$ cat src/rtl/btc_pkg.sv
`timescale 1ns / 1ps

package btc_pkg;

  // Largest block the buffers can hold, and the matching index width.
  localparam int unsigned MaxBlock = 16;
  localparam int unsigned IdxW     = 4;
  localparam int unsigned CntW     = 5;

  localparam logic [7:0] PAD_BYTE = 8'h20;

  // Configuration register indexes.
  localparam logic [1:0] REG_BLOCK_LENGTH = 2'd0;
  localparam logic [1:0] REG_PERM_TABLE   = 2'd1;
  localparam logic [1:0] REG_DECRYPT_MODE = 2'd2;

  // Byte write from the front end into the bank being filled.
  typedef struct packed {
    logic            en;
    logic [IdxW-1:0] addr;
    logic [7:0]      data;
    logic            close;   // this byte completes the block
    logic [CntW-1:0] count;   // bytes held once this byte is stored
  } btc_wr_t;

  // Read request from the back end into the bank being drained.
  typedef struct packed {
    logic [IdxW-1:0] addr;
    logic            pop;     // last byte of the block has been taken
  } btc_rq_t;

  // Bank status and read data toward the back end.
  typedef struct packed {
    logic            full;
    logic [7:0]      data;
    logic [CntW-1:0] count;
  } btc_rd_t;

  // Block length as used by the datapath: zero counts as one, above MaxBlock clamps.
  function automatic logic [CntW-1:0] eff_length(input logic [CntW-1:0] raw);
    logic [CntW-1:0] n;
    n = raw;
    if (n == '0) begin
      n = CntW'(1);
    end
    if (n > CntW'(MaxBlock)) begin
      n = CntW'(MaxBlock);
    end
    return n;
  endfunction

endpackage

$ cat src/rtl/btc_front.sv
`timescale 1ns / 1ps

module btc_front (
  input  logic                       clk,
  input  logic                       rst_n,
  input  logic                       in_fire,
  input  logic [7:0]                 data_byte,
  input  logic                       end_of_message,
  input  logic [btc_pkg::CntW-1:0]   len,
  output btc_pkg::btc_wr_t           wr
);

  logic [btc_pkg::CntW-1:0] fill_r, fill_nxt;
  logic [btc_pkg::CntW-1:0] new_fill;
  logic                     room;
  logic                     close;

  // A full buffer drops the byte without counting it; the full count then closes the block.
  assign room     = fill_r < btc_pkg::CntW'(btc_pkg::MaxBlock);
  assign new_fill = room ? fill_r + btc_pkg::CntW'(1) : fill_r;
  assign close    = (new_fill >= len) || end_of_message;

  always_comb begin
    wr.en    = in_fire && room;
    wr.addr  = fill_r[btc_pkg::IdxW-1:0];
    wr.data  = data_byte;
    wr.close = in_fire && close;
    wr.count = new_fill;
    fill_nxt = fill_r;
    if (in_fire) begin
      fill_nxt = close ? '0 : new_fill;
    end
  end

  always_ff @(posedge clk) begin
    if (!rst_n) begin
      fill_r <= '0;
    end else begin
      fill_r <= fill_nxt;
    end
  end

endmodule

$ cat src/rtl/btc_queue.sv
`timescale 1ns / 1ps

module btc_queue (
  input  logic             clk,
  input  logic             rst_n,
  input  btc_pkg::btc_wr_t wr,
  input  btc_pkg::btc_rq_t rq,
  output logic             wr_ready,
  output btc_pkg::btc_rd_t rd
);

  logic [7:0]               bank0_r [btc_pkg::MaxBlock];
  logic [7:0]               bank1_r [btc_pkg::MaxBlock];
  logic [btc_pkg::CntW-1:0] count_r [2];
  logic [1:0]               full_r, full_nxt;
  logic                     wsel_r, wsel_nxt;
  logic                     rsel_r, rsel_nxt;

  assign wr_ready = !full_r[wsel_r];

  always_comb begin
    rd.full  = full_r[rsel_r];
    rd.data  = rsel_r ? bank1_r[rq.addr] : bank0_r[rq.addr];
    rd.count = count_r[rsel_r];
  end

  always_comb begin
    full_nxt = full_r;
    wsel_nxt = wsel_r;
    rsel_nxt = rsel_r;
    if (wr.close) begin
      full_nxt[wsel_r] = 1'b1;
      wsel_nxt         = !wsel_r;
    end
    if (rq.pop) begin
      full_nxt[rsel_r] = 1'b0;
      rsel_nxt         = !rsel_r;
    end
  end

  always_ff @(posedge clk) begin
    if (!rst_n) begin
      full_r <= '0;
      wsel_r <= 1'b0;
      rsel_r <= 1'b0;
    end else begin
      full_r <= full_nxt;
      wsel_r <= wsel_nxt;
      rsel_r <= rsel_nxt;
    end
  end

  always_ff @(posedge clk) begin
    if (wr.en && !wsel_r) begin
      bank0_r[wr.addr] <= wr.data;
    end
    if (wr.en && wsel_r) begin
      bank1_r[wr.addr] <= wr.data;
    end
    if (wr.close) begin
      count_r[wsel_r] <= wr.count;
    end
  end

endmodule

$ cat src/rtl/btc_back.sv
`timescale 1ns / 1ps

module btc_back (
  input  logic                     clk,
  input  logic                     rst_n,
  input  logic [btc_pkg::CntW-1:0] len,
  input  logic [63:0]              perm,
  input  logic                     decrypt,
  input  btc_pkg::btc_rd_t         rd,
  output btc_pkg::btc_rq_t         rq,
  output logic                     out_valid,
  output logic [7:0]               out_byte,
  output logic                     out_last,
  input  logic                     out_ready
);

  logic [btc_pkg::IdxW-1:0] pos_r, pos_nxt;
  logic                     valid_r, valid_nxt;
  logic [7:0]               byte_r, byte_nxt;
  logic                     last_r, last_nxt;

  logic                     advance;
  logic                     is_last;
  logic [btc_pkg::IdxW-1:0] src;
  logic                     found;
  logic [btc_pkg::IdxW-1:0] jsel;
  logic                     hit;

  assign advance = rd.full && (!valid_r || out_ready);
  assign is_last = pos_r == btc_pkg::IdxW'(len - btc_pkg::CntW'(1));
  assign src     = perm[pos_r*btc_pkg::IdxW +: btc_pkg::IdxW];

  // Decrypt: find the highest source slot within the block that scatters to this position.
  always_comb begin
    found = 1'b0;
    jsel  = '0;
    for (int j = 0; j < btc_pkg::MaxBlock; j++) begin
      if ((btc_pkg::CntW'(j) < len) &&
          (perm[j*btc_pkg::IdxW +: btc_pkg::IdxW] == pos_r)) begin
        found = 1'b1;
        jsel  = btc_pkg::IdxW'(j);
      end
    end
  end

  // Slots at or above the stored count read as padding.
  always_comb begin
    if (decrypt) begin
      rq.addr = jsel;
      hit     = found && ({1'b0, jsel} < rd.count);
    end else begin
      rq.addr = src;
      hit     = {1'b0, src} < rd.count;
    end
    rq.pop = advance && is_last;
  end

  always_comb begin
    pos_nxt   = pos_r;
    valid_nxt = valid_r;
    byte_nxt  = byte_r;
    last_nxt  = last_r;
    if (advance) begin
      valid_nxt = 1'b1;
      byte_nxt  = hit ? rd.data : btc_pkg::PAD_BYTE;
      last_nxt  = is_last;
      pos_nxt   = is_last ? '0 : pos_r + btc_pkg::IdxW'(1);
    end else if (out_ready) begin
      valid_nxt = 1'b0;
    end
  end

  always_ff @(posedge clk) begin
    if (!rst_n) begin
      pos_r   <= '0;
      valid_r <= 1'b0;
    end else begin
      pos_r   <= pos_nxt;
      valid_r <= valid_nxt;
    end
  end

  always_ff @(posedge clk) begin
    byte_r <= byte_nxt;
    last_r <= last_nxt;
  end

  assign out_valid = valid_r;
  assign out_byte  = byte_r;
  assign out_last  = last_r;

endmodule

$ cat src/rtl/block_transposition_cipher_unit.sv
`timescale 1ns / 1ps

// Block transposition cipher. Bytes arrive on the in_ stream and are gathered into blocks of
// block_length bytes (0 counts as 1, values above 16 count as 16). A block closes when it is
// full or when an item arrives with tlast set; a short block is padded with spaces. Each
// closed block leaves on the out_ stream as block_length items, permuted by perm_table
// (entry j in bits 4j+3..4j): in encrypt mode output j is stored byte perm[j], in decrypt
// mode stored byte j goes to output perm[j], later entries winning a collision and unhit
// positions carrying a space. tlast marks the final item of each block. Two block buffers
// alternate: the front fills one while the back drains the other, so input is taken one
// item per cycle until both buffers hold closed blocks. The back emits one item per cycle
// while out_tready is high; without stalls or blocks closed early, both sides run at one
// item per cycle. Configuration must be written only while no block is pending output;
// software must load a valid permutation of 0..block_length-1.

module block_transposition_cipher_unit (
  input  logic        clk,
  input  logic        rst_n,

  input  logic        cfg_we,
  input  logic [1:0]  cfg_addr,
  input  logic [63:0] cfg_wdata,

  input  logic        in_tvalid,
  output logic        in_tready,
  input  logic [7:0]  in_tdata,   // [7:0] data_byte
  input  logic        in_tlast,   // end_of_message

  output logic        out_tvalid,
  input  logic        out_tready,
  output logic [7:0]  out_tdata,  // [7:0] out_byte
  output logic        out_tlast   // last_of_block
);

  logic [btc_pkg::CntW-1:0] block_length_r;
  logic [63:0]              perm_table_r;
  logic                     decrypt_mode_r;
  logic [btc_pkg::CntW-1:0] len;
  logic                     in_fire;

  btc_pkg::btc_wr_t wr;
  btc_pkg::btc_rq_t rq;
  btc_pkg::btc_rd_t rd;

  // Configuration registers; a write to an unused index is ignored.
  always_ff @(posedge clk) begin
    if (!rst_n) begin
      block_length_r <= btc_pkg::CntW'(btc_pkg::MaxBlock);
      perm_table_r   <= '0;
      decrypt_mode_r <= 1'b0;
    end else if (cfg_we) begin
      unique case (cfg_addr)
        btc_pkg::REG_BLOCK_LENGTH: block_length_r <= cfg_wdata[btc_pkg::CntW-1:0];
        btc_pkg::REG_PERM_TABLE:   perm_table_r   <= cfg_wdata;
        btc_pkg::REG_DECRYPT_MODE: decrypt_mode_r <= cfg_wdata[0];
        default: ;
      endcase
    end
  end

  assign len     = btc_pkg::eff_length(block_length_r);
  assign in_fire = in_tvalid && in_tready;

  // Front end: counts bytes into the open buffer and decides when the block closes.
  btc_front u_front (
    .clk            (clk),
    .rst_n          (rst_n),
    .in_fire        (in_fire),
    .data_byte      (in_tdata),
    .end_of_message (in_tlast),
    .len            (len),
    .wr             (wr)
  );

  // Two block buffers between the front and back ends.
  btc_queue u_queue (
    .clk      (clk),
    .rst_n    (rst_n),
    .wr       (wr),
    .rq       (rq),
    .wr_ready (in_tready),
    .rd       (rd)
  );

  // Back end: walks the output positions of a closed block through the permutation.
  btc_back u_back (
    .clk       (clk),
    .rst_n     (rst_n),
    .len       (len),
    .perm      (perm_table_r),
    .decrypt   (decrypt_mode_r),
    .rd        (rd),
    .rq        (rq),
    .out_valid (out_tvalid),
    .out_byte  (out_tdata),
    .out_last  (out_tlast),
    .out_ready (out_tready)
  );

endmodule

$ cat config.mk
export PLATFORM = sky130hd
export DESIGN_NAME = block_transposition_cipher_unit
export DESIGN_NICKNAME = d
export VERILOG_FILES = /design/src/rtl/btc_pkg.sv /design/src/rtl/btc_front.sv /design/src/rtl/btc_queue.sv /design/src/rtl/btc_back.sv /design/src/rtl/block_transposition_cipher_unit.sv
export SDC_FILE = /design/constraint.sdc
export NUM_CORES = 1
export LEC_CHECK = 0
export BUFFER_PORTS_ARGS = -buffer_cell sky130_fd_sc_hd__buf_4
export CAP_MARGIN = 30
export CORE_UTILIZATION = 35
export CTS_CLUSTER_DIAMETER = 120
export DETAILED_ROUTE_END_ITERATION = 10
export GPL_TIMING_DRIVEN = 0
export PLACE_DENSITY_LB_ADDON = 0.2
export SETUP_SLACK_MARGIN = 0.02
export SYNTH_ARGS = -nofsm -noshare
export SYNTH_HDL_FRONTEND = slang
export SYNTH_HIERARCHICAL = 1
export SYNTH_SLANG_ARGS = --single-unit
$ cat constraint.sdc
create_clock -name clk -period 4.9 [get_ports clk]
set_clock_uncertainty 0.05 [all_clocks]
set_input_delay 0.245 -clock clk [delete_from_list [all_inputs] [get_ports clk]]
set_output_delay 0.245 -clock clk [all_outputs]
set_load 0.03 [all_outputs]
==> After elaboration in Yosys (flattened, before gate mapping) <==
Memory sizes are Yosys's and may differ from the RTL's. A register that Yosys moved wholly into a read port is not among the register bits.
Cells that the tools add are included.
{ "classes": {"n_addsub": 3, "order_cmp": 25, "n_eq_ne": 19, "shifts": 1, "n_mux": 59, "bitwise": 3, "reduce_logical": 38} }
{ "op_table": {"columns": ["op", "n"], "rows": [
  ["== test 4 bit", 17],
  ["indexed part select 64 x 7 -> 4 bit", 1],
  ["less-than comparator 4 x 5 -> 1 bit, first input constant", 8],
  ["two-way mux 4 bit", 10],
  ["two-way mux 1 bit", 34],
  ["logical AND 1 bit", 26],
  ["less-than comparator 3 x 5 -> 1 bit, first input constant", 4],
  ["two-way mux 5 bit", 4],
  ["two-way mux 3 bit", 4],
  ["less-than comparator 1 x 5 -> 1 bit, first input constant", 2],
  ["less-than comparator 2 x 5 -> 1 bit, first input constant", 2],
  ["less-than comparator 4 x 5 -> 1 bit", 2],
  ["two-way mux 2 bit", 4],
  ["two-way mux 8 bit", 1],
  ["AND reduction 2 bit", 3],
  ["adder 5 x 1 -> 5 bit, second input constant", 1],
  ["greater-or-equal comparator 5 bit", 1],
  ["greater-than comparator 5 bit, second input constant", 1],
  ["logical NOT 5 bit", 1],
  ["less-than comparator 5 bit, second input constant", 1],
  ["adder 4 x 1 -> 4 bit, second input constant", 1],
  ["logical NOT 1 bit", 4],
  ["less-than comparator 1 x 2 -> 1 bit, second input constant", 2],
  ["subtractor 4 x 1 -> 4 bit, second input constant", 1],
  ["other kinds (10)", 13]
]} }
{ "word_totals": {"reg_bits": 93, "mem_bits_rw": 266, "in_bits": 80, "out_inout_bits": 11, "memories": 3} }
{ "mem_list": {"columns": ["name", "depth", "width", "read_ports", "rd_ports_with_merged_regs", "wr", "line", "rtl"], "rows": [
  ["u_queue.bank0_r", 16, 8, 1, 0, 1, "btc_queue.sv:12", "logic [7:0] bank0_r [btc_pkg::MaxBlock];"],
  ["u_queue.bank1_r", 16, 8, 1, 0, 1, "btc_queue.sv:13", "logic [7:0] bank1_r [btc_pkg::MaxBlock];"],
  ["u_queue.count_r", 2, 5, 1, 1, 1, "btc_queue.sv:14", "logic [btc_pkg::CntW-1:0] count_r [2];"]
]} }

==> Depth between registers and ports, before layout <==
{ "logic_depth": {"ltp_word": 24, "ltp_mapped": 18, "depth_no_buf": 17} }

==> Hierarchy <==
Netlist, hierarchy kept.
{ "by_module_without_submodules": {"columns": ["module", "instances", "cells_per_inst", "area_each_um2", "seq_area_each_um2"], "rows": [
  ["btc_queue", 1, 448, 10453.8, 8087.8],
  ["block_transposition_cipher_unit", 1, 309, 2811.4, 1401.3],
  ["btc_back", 1, 261, 2484.9, 370.4],
  ["btc_front", 1, 62, 520.5, 100.1]
]} }

==> Worst setup path after synthesis <==
OpenSTA, ideal clock, no wires.
{ "synth_path": {"path_kind": "flip-flop to flip-flop", "startpoint": "register block_length_r[1] (netlist name)", "endpoint": "register u_back.byte_r[5], in the netlist u_back/out_byte[5] (data pin)", "setup_time_ns": 0.254, "arrival_ns": 3.932, "required_time_ns": 4.596, "path_slack_ns": 0.664, "stages_incl_launch_ff": 17, "path_buffers": 3, "period_less_slack_ns": 4.236, "cell_sequence": "dfxtp_1 or3_1 a21oi_1 buf_2 or2_0 a31oi_1 or4_1 nand4b_1 a21o_1 nand2_1 nand2_1 clkbuf_1 clkbuf_1 mux4_2 mux4_2 mux2_2 a21o_1"} }
{ "synth_lines": {"columns": ["item", "line", "rtl"], "rows": [
  ["from (decl)", "block_transposition_cipher_unit.sv:35", "logic [btc_pkg::CntW-1:0] block_length_r;"],
  ["from (signal assigned)", "block_transposition_cipher_unit.sv:48", "block_length_r <= btc_pkg::CntW'(btc_pkg::MaxBlock);"],
  ["from (signal assigned)", "block_transposition_cipher_unit.sv:53", "btc_pkg::REG_BLOCK_LENGTH: block_length_r <= cfg_wdata[btc_pkg::CntW-1:0];"],
  ["to (signal assigned)", "btc_back.sv:84", "byte_r <= byte_nxt;"],
  ["to (decl)", "btc_back.sv:19", "logic [7:0] byte_r, byte_nxt;"]
]} }

==> flow_summary_export.csv <==
group,metric,value,unit
status,status,"completed",
detailed_routing,vias,9605,
cts,cts.htree.levels,2,
detailed_routing,drt_iter0_drc,745,
worst_setup_path,rrSetupSlack,0.25,ns
sta,min_period,4.65,ns
synthesis,synth.avg_cell_area,15.1,um^2
final_layout,n_antenna_cell,0,
final_layout,layout-drive-gt1-share,0.247,
synthesis,netlist_area,16300,um^2
detailed_routing,dr.pass1.iters,5,
cts,cts_tree,"done",
synthesis,synth_commonest_cells,"edfxtp_1 (275), nand2_1 (151), mux4_2 (99)",
job,cap_violations,0,
synthesis,yosysSeqAreaShare,0.612,
hold_path,whs_path_depth,3,
sta,layout_setup_ws,0.245,ns
final_layout,final_cell_area,19600,um^2
worst_setup_path,path_cells,"or3_1, a21oi_2, buf_4, or2_1, a31oi_1, or4_1, nor2b_1, o21ai_0, a31oi_1, buf_6, buf_6, mux4_2, mux4_2, mux2_2, a21boi_1",
worst_setup_path,arrival,4.81,ns
cts,cts.sinks,360,
sta,rsz0062_at_grt,"no",
sta,worstMarginPinSlew,0.966,ns
cts,insertion_delay,0.55,ns
hold_path,min_from,"cfg_addr[0]",
pwr,power_density,359,nW/um^2
sta,drv_slew,0,
synthesis,synth-main-ff-cell,"edfxtp_1",
synthesis,ys_async_sr_fraction,0,
final_layout,area.growth.synth_to_final,20.3,%
hold_path,hp-class,"primary input to flip-flop",
final_layout,multi_input_area,5750,um^2
placed_design,gp_congestion,0.841,
sta,fin_crit_sh,0.950,
placed_design,dp_hpwl,27900,um
sta,hold_viol,0,
worst_setup_path,path_buf_inv,3,
global_routing,grt_max_degree,33,
cts,cts_buffers,39,
global_routing,first_global_vias,9791,
floorplan,pin_count,91,
global_routing,grt_util_all_layers,0.175,
worst_setup_path,path_delay_family,"multiplexers",
worst_setup_path,cp_data_required_time,5.06,ns
synthesis,yosysTopAreaCell,"edfxtp_1",
cts,clk_pin_slew_worst_paths,0.05,ns
final_layout,fillers,4108,
placed_design,dp_slack,-0.620,ns
detailed_routing,ant_nets,0,
placed_design,numPortBuffers,82,
synthesis,ys_warn_count,6,
worst_setup_path,cp_slowest_stage_delay,0.59,ns
sta,slew_headroom,0.354,
floorplan,core,45600,um^2
detailed_routing,avgViaCountPerCell,5.06,
worst_setup_path,path_max_fanout,10,
synthesis,synth.distinct_cells,62,
final_layout,nNetsFinal,1362,
sta,finalSetupViolations,0,
hold_path,holdPathEnd,"decrypt_mode_r",
floorplan,die_h,218,um
floorplan,placementRows,78,
synthesis,yosys-top-cells-area,"edfxtp_1 (51%), mux4_2 (14%), dfxtp_1 (10%)",
cts,cts-root-buf,"clkbuf_16",
worst_setup_path,crit_slowest_cell,"or4_1",
worst_setup_path,worstSetupPathType,"flip-flop to flip-flop",
detailed_routing,route.detailed.drc,0,
worst_setup_path,rr_endpoint,"u_back/out_byte[7]",
global_routing,antenna_found_initial,0,
pwr,vdd_ir_drop_max,0.245,mV
pwr,leakagePower,0.00676,uW
detailed_routing,drt_wl_total,40700,um
cts,cts_buffer_depth,3,
synthesis,syn-instance-count,1080,
synthesis,syn-num-nets,1174,
synthesis,netlist.area_leader.share,0.508,
placed_design,place_inst,1764,
placed_design,placed_area,17700,um^2
floorplan,floorplan.initialDensity,0.357,
sta,fmax,0.215,GHz
floorplan,dieArea,47400,um^2
detailed_routing,routedWlPerCell,21.4,um
synthesis,synth_edf_count,275,
global_routing,grt_pass1_wl,61100,um
worst_setup_path,reg2reg_depth,15,
global_routing,gr-total-overflow,0,
final_layout,regArea,9960,um^2
final_layout,layout.cells.non_filler,1898,
synthesis,synth.most_common_cell,"edfxtp_1",
worst_setup_path,critPathLaunchType,"flip-flop",
synthesis,ys_ff_latch,360,
worst_setup_path,r2r_start,"block_length_r[1]",
worst_setup_path,end_kind,"flip-flop",
floorplan,die_w,218,um
-- worst min-delay path, cell delays in order --
cell	delay, ns
buf_4	0.09
nand3b_1	0.16
mux2i_1	0.08
-- power breakdown --
| group | leakage, uW | internal (uW) | switching (uW) |
|---|---|---|---|
| sequential | 0.00317 | 3340 | 35.6 |
| combinational | 0.00301 | 392 | 444 |
| clock | 0.000579 | 1640 | 1170 |
-- routing by layer --
layer  up-vias  global-route usage  part of all wire
met5         -                   0                 0
met4         0              0.0491             0.018
met3        47              0.0268             0.040
met2       200               0.286              0.48
met1      4931               0.242              0.46
li1       4427                   -                 -
-- layout make-up --
class	instances	area share
multi-input cells	622	0.294
inverters	17	0.00326
clock buffers	59	0.0552
repair buffers	150	0.0664
clock inverters	12	0.00678
plain buffers	78	0.0273
flip-flops and latches	360	0.509
well taps	600	0.0384
-- cells in the final DEF, fill, tap and decap left out, types with 3 or more instances in the layout --
cell / netlist / routed
mux2_2: 16 / 16
and3_1: 3 / 3
nor4_1: 3 / 3
buf_4: 29 / 107
a31oi_1: 3 / 3
clkbuf_1: 25 / 36
edfxtp_1: 275 / 275
xor2_1: 38 / 38
dfxtp_1: 85 / 84
clkinv_1: 0 / 4
a21o_1: 4 / 4
nor3_1: 10 / 10
clkbuf_8: 0 / 3
clkbuf_16: 0 / 39
buf_2: 10 / 11
o21ai_0: 5 / 5
mux2i_1: 72 / 72
nor2_1: 50 / 50
o21ai_1: 3 / 3
and2_1: 9 / 9
a21oi_1: 9 / 8
xnor2_1: 41 / 41
dlygate4sd3_1: 0 / 66
nor2b_1: 13 / 13
a211oi_1: 3 / 3
nand4_1: 7 / 7
inv_1: 17 / 17
clkbuf_4: 0 / 4
nand3_1: 16 / 16
nand2b_1: 7 / 7
nand2_1: 151 / 150
buf_6: 11 / 16
ha_1: 14 / 14
a21boi_1: 7 / 7
o21a_1: 3 / 3
mux4_2: 99 / 99
a41oi_1: 3 / 3
-- timing repair --
item / 4_1_cts / 5_1_grt
endpoints found under the setup margin: 8 / 8
setup buffers: 0 / 0
hold endpoints to repair: 75 / 0
hold buffers: 66 / 0
resized for setup: 8 / 19
-- state kept, by name, summed over array words and instances, names as in the netlist, named ones only --
signal	cells
u_queue/bank0_r	128
u_back/out_last	1
u_front/fill_r	5
block_length_r	5
u_queue/full_r	2
u_queue/rsel_r	1
u_queue/count_r	10
decrypt_mode_r	1
perm_table_r	64
u_queue/wsel_r	1
u_back/out_byte	8
u_back/pos_r	4
u_queue/bank1_r	128
u_back/out_valid	1
-- per-stage QoR --
stage / setup TNS, ns / hold slack, ns / total power (uW) / util
6_report: 0 / 0.0444 / 7030 / 0.429
5_1_grt: 0 / 0.0273 / 7290 / 0.429
4_1_cts: 0 / 0.00996 / 7110 / 0.429
3_5_place_dp: -4.12 / 0.414 / 4240 / 0.387
3_3_place_gp: -4.15 / 0.399 / 4230 / 0.387
2_1_floorplan: 0 / 0.313 / 3960 / -
-- how the worst max path moves through the flow --
stage / startpoint / endpoint / slack [ns] / cells past startpoint
6_report: block_length_r[1] / u_back/out_byte[7] / 0.25 / 15
4_1_cts: block_length_r[1] / u_back/out_byte[7] / 0.02 / 15
3_3_place_gp: block_length_r[1] / u_back/out_byte[7] / -0.63 / 16
3_5_place_dp: block_length_r[1] / u_back/out_byte[7] / -0.62 / 16
5_1_grt: block_length_r[1] / u_back/out_byte[7] / 0.03 / 15
2_1_floorplan: block_length_r[1] / u_back/out_byte[5] / 0.66 / 16
-- kinds of logic after synthesis --
group	count (synthesis)	synth area share
simple gates	284	0.0787
compound gates	57	0.0267
mux	188	0.194
buf+inv	98	0.0351
flops	360	0.612
fa+ha+maj	14	0.0108
xor+xnor	79	0.0425
Power figures use the tool's default switching activity.
